File: src/sv/rsie_pkg.sv
`timescale 1ns / 1ps
// Shared types and constants for the register/stack instruction executor.
package rsie_pkg;

    localparam int DATA_W          = 32;
    localparam int OPCODE_W        = 4;
    localparam int REG_FIELD_W     = 6;
    localparam int SLOT_FIELD_W    = 8;
    localparam int NUM_REGS_DEF    = 64;
    localparam int STACK_DEPTH_DEF = 256;

    typedef enum logic [OPCODE_W-1:0] {
        OP_PRINT = 4'd0,
        OP_IMM   = 4'd1,
        OP_STORE = 4'd2,
        OP_LOAD  = 4'd3,
        OP_ADD   = 4'd4,
        OP_SUB   = 4'd5,
        OP_MUL   = 4'd6,
        OP_DIV   = 4'd7,
        OP_MOD   = 4'd8
    } opcode_t;

    // Request from the sequencer to the divider
    typedef struct packed {
        logic start;
        logic is_mod;
    } div_ctrl_t;

endpackage

File: src/sv/rsie_divider.sv
`timescale 1ns / 1ps
// Iterative signed divider, one quotient bit per cycle, truncating toward zero.
module rsie_divider
    import rsie_pkg::*;
(
    input  logic              clk,
    input  logic              rst_n,
    input  div_ctrl_t         ctrl,
    input  logic [DATA_W-1:0] dividend,
    input  logic [DATA_W-1:0] divisor,
    output logic [DATA_W-1:0] result,
    output logic              done
);

    localparam int CNT_W = $clog2(DATA_W);
    localparam logic [CNT_W-1:0] CNT_LAST = CNT_W'(DATA_W - 1);

    typedef enum logic [1:0] {
        D_IDLE,
        D_RUN,
        D_FIX
    } div_state_t;

    div_state_t        state_reg;
    logic [CNT_W-1:0]  cnt_reg;
    logic [DATA_W-1:0] quo_reg;
    logic [DATA_W:0]   rem_reg;
    logic [DATA_W-1:0] den_reg;
    logic              q_neg_reg;
    logic              r_neg_reg;
    logic              mod_reg;
    logic [DATA_W-1:0] result_reg;
    logic              done_reg;

    logic [DATA_W-1:0] abs_dividend;
    logic [DATA_W-1:0] abs_divisor;
    logic [DATA_W:0]   rem_shift;
    logic [DATA_W:0]   rem_diff;

    always_comb
    begin
        abs_dividend = dividend[DATA_W-1] ? (~dividend + 1'b1) : dividend;
        abs_divisor  = divisor[DATA_W-1] ? (~divisor + 1'b1) : divisor;
        rem_shift    = {rem_reg[DATA_W-1:0], quo_reg[DATA_W-1]};
        rem_diff     = rem_shift - {1'b0, den_reg};
    end

    always_ff @(posedge clk or negedge rst_n)
    begin
        if (!rst_n)
        begin
            state_reg <= D_IDLE;
            cnt_reg   <= '0;
            done_reg  <= 1'b0;
        end
        else
        begin
            done_reg <= 1'b0;
            case (state_reg)
                D_IDLE:
                begin
                    if (ctrl.start)
                    begin
                        quo_reg   <= abs_dividend;
                        den_reg   <= abs_divisor;
                        rem_reg   <= '0;
                        q_neg_reg <= dividend[DATA_W-1] ^ divisor[DATA_W-1];
                        r_neg_reg <= dividend[DATA_W-1];
                        mod_reg   <= ctrl.is_mod;
                        cnt_reg   <= '0;
                        state_reg <= D_RUN;
                    end
                end
                D_RUN:
                begin
                    // restore when the trial subtract goes negative
                    if (rem_diff[DATA_W])
                    begin
                        rem_reg <= rem_shift;
                        quo_reg <= {quo_reg[DATA_W-2:0], 1'b0};
                    end
                    else
                    begin
                        rem_reg <= rem_diff;
                        quo_reg <= {quo_reg[DATA_W-2:0], 1'b1};
                    end
                    cnt_reg <= cnt_reg + 1'b1;
                    if (cnt_reg == CNT_LAST)
                    begin
                        state_reg <= D_FIX;
                    end
                end
                D_FIX:
                begin
                    if (mod_reg)
                    begin
                        result_reg <= r_neg_reg ? (~rem_reg[DATA_W-1:0] + 1'b1)
                                                : rem_reg[DATA_W-1:0];
                    end
                    else
                    begin
                        result_reg <= q_neg_reg ? (~quo_reg + 1'b1) : quo_reg;
                    end
                    done_reg  <= 1'b1;
                    state_reg <= D_IDLE;
                end
                default:
                begin
                    state_reg <= D_IDLE;
                end
            endcase
        end
    end

    assign result = result_reg;
    assign done   = done_reg;

    a_done_in_idle: assert property (@(posedge clk) disable iff (!rst_n)
        done |-> state_reg == D_IDLE)
        else $error("divider done outside idle");

    a_start_runs: assert property (@(posedge clk) disable iff (!rst_n)
        (ctrl.start && state_reg == D_IDLE) |=> state_reg == D_RUN)
        else $error("divider did not start");

    a_last_step_fix: assert property (@(posedge clk) disable iff (!rst_n)
        (state_reg == D_RUN && cnt_reg == CNT_LAST) |=> state_reg == D_FIX)
        else $error("divider missed sign fix");

endmodule

File: config.mk
export PLATFORM = sky130hd
export DESIGN_NAME = rsie_divider
export DESIGN_NICKNAME = d
export VERILOG_FILES = /design/src/sv/rsie_pkg.sv /design/src/sv/rsie_divider.sv
export SDC_FILE = /design/constraint.sdc
export NUM_CORES = 1
export LEC_CHECK = 0
export BUFFER_PORTS_ARGS = -buffer_cell sky130_fd_sc_hd__buf_2
export CAP_MARGIN = 40
export CORE_UTILIZATION = 50
export CTS_CLUSTER_DIAMETER = 200
export DETAILED_ROUTE_END_ITERATION = 7
export GPL_ROUTABILITY_DRIVEN = 0
export PLACE_DENSITY = 0.69
export SLEW_MARGIN = 20
export SYNTH_ARGS = -nofsm -noshare
export SYNTH_HDL_FRONTEND = slang
export SYNTH_SLANG_ARGS = --single-unit
File: constraint.sdc
create_clock -name clk -period 5.9 [get_ports clk]
set_clock_uncertainty 0.05 [all_clocks]
set_input_delay 0.295 -clock clk [delete_from_list [all_inputs] [get_ports clk]]
set_output_delay 0.295 -clock clk [all_outputs]
set_load 0.01 [all_outputs]
==> out/metrics.cfg <==
[finish]
drive_above_1_share_pct=15.4
fin_nets=1223
multi_input_area_mm2=0.00535
synthToLayoutAreaGrowth_pct=13.7
fin_util_pct=58.8
final-seq-area_mm2=0.00413
num_antenna_cells=0
fillers=1733

[detailed_routing]
ant_nets=0
first_pass_iters=6
drc=0
drtIter0Drc=529
post_drt_wl_per_cell_um=16.1
dr_total_vias=7922
routed_wl_mm=22.4
via_per_inst=5.70

[worst_setup_path]
endpoint_kind=flop
critPathMaxStageDelay_ps=440
cpMaxStageDelayCell=xor2_4
crit_type=reg2reg
critPathRequiredTime_ps=6130
critPathMaxFanout=14
crit_buf_inv=2
path_delay_family=compound AO/OA/AOI/OAI gates
crit_chain=inv_1, ha_1, fa_1, nand2b_1, a21oi_1, o21a_1, o21ai_1, and4b_1, o21ai_0, xor2_4, buf_4, mux2_2, nor2_1
crit_path_start_kind=flop
crit_arrival_ps=4290

[floorplanning]
core_area_mm2=0.0190
die_area_mm2=0.0202
rows=50
initial_core_util_pct=51.7
ios=101
die_y_um=142
fp.dieW_um=142

[global_route]
grt-ovfl-total=0
grt_max_degree=65
grt_pass1_wl_mm=36.8
antenna_found_initial=0
grt_pass1_vias=7337
grt_usage_pct=23.3

[logic_synthesis]
yosysTopAreaCell=edfxtp_1
synth_top_area_share_pct=40.0
synth-edff-count=131
synthCells=1029
ys.warnings.count=0
async_flop_share_pct=5.76
syn_area_per_cell_um2=9.56
ys_types=65
yosysSeqAreaShare_pct=42.0
yosys-top-cells-area=edfxtp_1, xnor2_1, xor2_1
syn_nets=1136
synth-main-ff-cell=edfxtp_1
synth-seq-cells=139
syn_area_mm2=0.00984

[timing]
final.setup.tns_ps=0
finalHoldViolCount=0
setup_violations=0
rsz0062_at_grt=false
fmax_mhz=246
maxSlewViolCount=0
fin_crit_ps=4060
worst_pin_slew_ps=639
fin_crit_sh_pct=68.9
slew_headroom_pct=57.3

[pwr]
p_seq_share_pct=36.0
switching_power_mw=2.15
clkPwrFrac_pct=19.1
pwr-share-comb_pct=44.9
power.density_mw_per_mm2=475
intPower_mw=3.17
irDropWorstVdd_uv=268
switching_share_pct=40.4
power.leakage_nw=4.43

[cts]
clk_pin_slew_ps=60
cts_tree=done
clock_latency_ps=430
clkSinkCount=139
cts-buffers-inserted=17
post_cts_resize_count=0
htree_levels=4
root_buffer=clkbuf_16
clockBufferDepth=2

[placement]
place_hpwl_mm=16.8
port_buffers=100

[job]
max-cap-violations=0

[hold_path]
hold_class=in2reg

[status]
status=finished, final reports clean

metrics by stage:
stage | hold slack [ps] | setup WS (ps) | cell area [µm²] | instances | power, mW
finish | 85.8 | 1840 | 11200 | 1389 | 5.32
global route | 75.2 | 1630 | 11200 | 1389 | 5.71
CTS | 11.1 | 1500 | 11100 | 1386 | 5.29
detailed placement | 104 | 1490 | 10600 | 1353 | 4.27
global placement | 102 | 1650 | 10600 | 1352 | 4.22
floorplan | -50.6 | 1060 | 9840 | 1029 | 3.67
final timing paths:
kind / endpoint / from / depth (start not counted) / slack [ps]
setup reg to reg: rem_reg[1] / quo_reg[31] / 13 / 1840
max in group asynchronous: cnt_reg[0] / rst_n / 2 / 5440
min in group asynchronous: state_reg[0] / rst_n / 2 / 180
setup / recovery: rem_reg[1] / quo_reg[31] / 13 / 1840
hold reg to reg: cnt_reg[4] / cnt_reg[4] / 1 / 460
hold / removal: den_reg[0] / divisor[0] / 1 / 90
cell usage after synthesis, drive strengths merged (16+ instances only):
cell    instances
a21o           16
a21oi          57
clkbuf         39
edfxtp        131
ha             38
inv            49
mux2i          25
nand2         124
nor2           74
o21ai         106
o31ai          31
o41ai          17
or3            19
or4            20
xnor2          75
xor2           71
routing by layer:
metal	up-vias	part of all wire, %	track usage (%)
li1	3915	-	-
met4	0	2.3	8.15
met5	-	0	0
met2	187	47	37.5
met1	3785	47	31.6
met3	35	4.1	4.14
cells by family after synthesis:
logic type / Yosys count / share of synthesized area [%]
flip-flops: 139 / 42.0
AO/OA/AOI/OAI: 272 / 17.7
adder cells (fa/ha/maj): 39 / 5.04
multiplexers: 28 / 2.89
XOR/XNOR: 146 / 13.0
buffers and inverters: 94 / 4.04
AND/OR/NAND/NOR: 311 / 15.4
cells in the final DEF, fill, tap and decap left out, types with 5 or more instances in the layout:
cell type  count
a211oi_1       7
nor2_1        73
o21ai_0       92
o41ai_1       15
nand2b_1       8
clkbuf_16     19
xor2_1        70
nor4_1         5
nor2b_1        9
buf_4          8
o21a_1         7
nor3_1        12
edfxtp_1     131
nand4_1        7
nand2_1      124
o31ai_1       26
a21oi_1       57
nand3_1       12
or4_1         15
xnor2_1       75
dfrtp_1        8
buf_2        100
or3_4          5
a21o_1        16
o21ai_1       14
mux2i_1       25
or3_1         13
inv_1         49
ha_1          38
timing repair:
item,4_1_cts,5_1_grt
setup buffers,0,0
hold buffers,1,1
endpoints found under the hold margin,8,1
cell type report:
cell class	instances	area share (%)
clock buffer	20	4.28
clock inverter	12	0.749
inverter	49	1.64
multi-input combinational	796	47.8
sequential	139	36.9
tap	260	2.91
timing repair buffer	113	5.64
power by group through the flow:
stage / Sequential (mW) / Combinational (mW) / Clock (mW)
6_report: 1.92 / 2.39 / 1.02
5_1_grt: 1.96 / 2.68 / 1.07
4_1_cts: 1.91 / 2.36 / 1.03
3_5_place_dp: 1.93 / 2.35 / 0
3_3_place_gp: 1.92 / 2.30 / 0
2_1_floorplan: 1.78 / 1.89 / 0
Power figures use the tool's default switching activity.
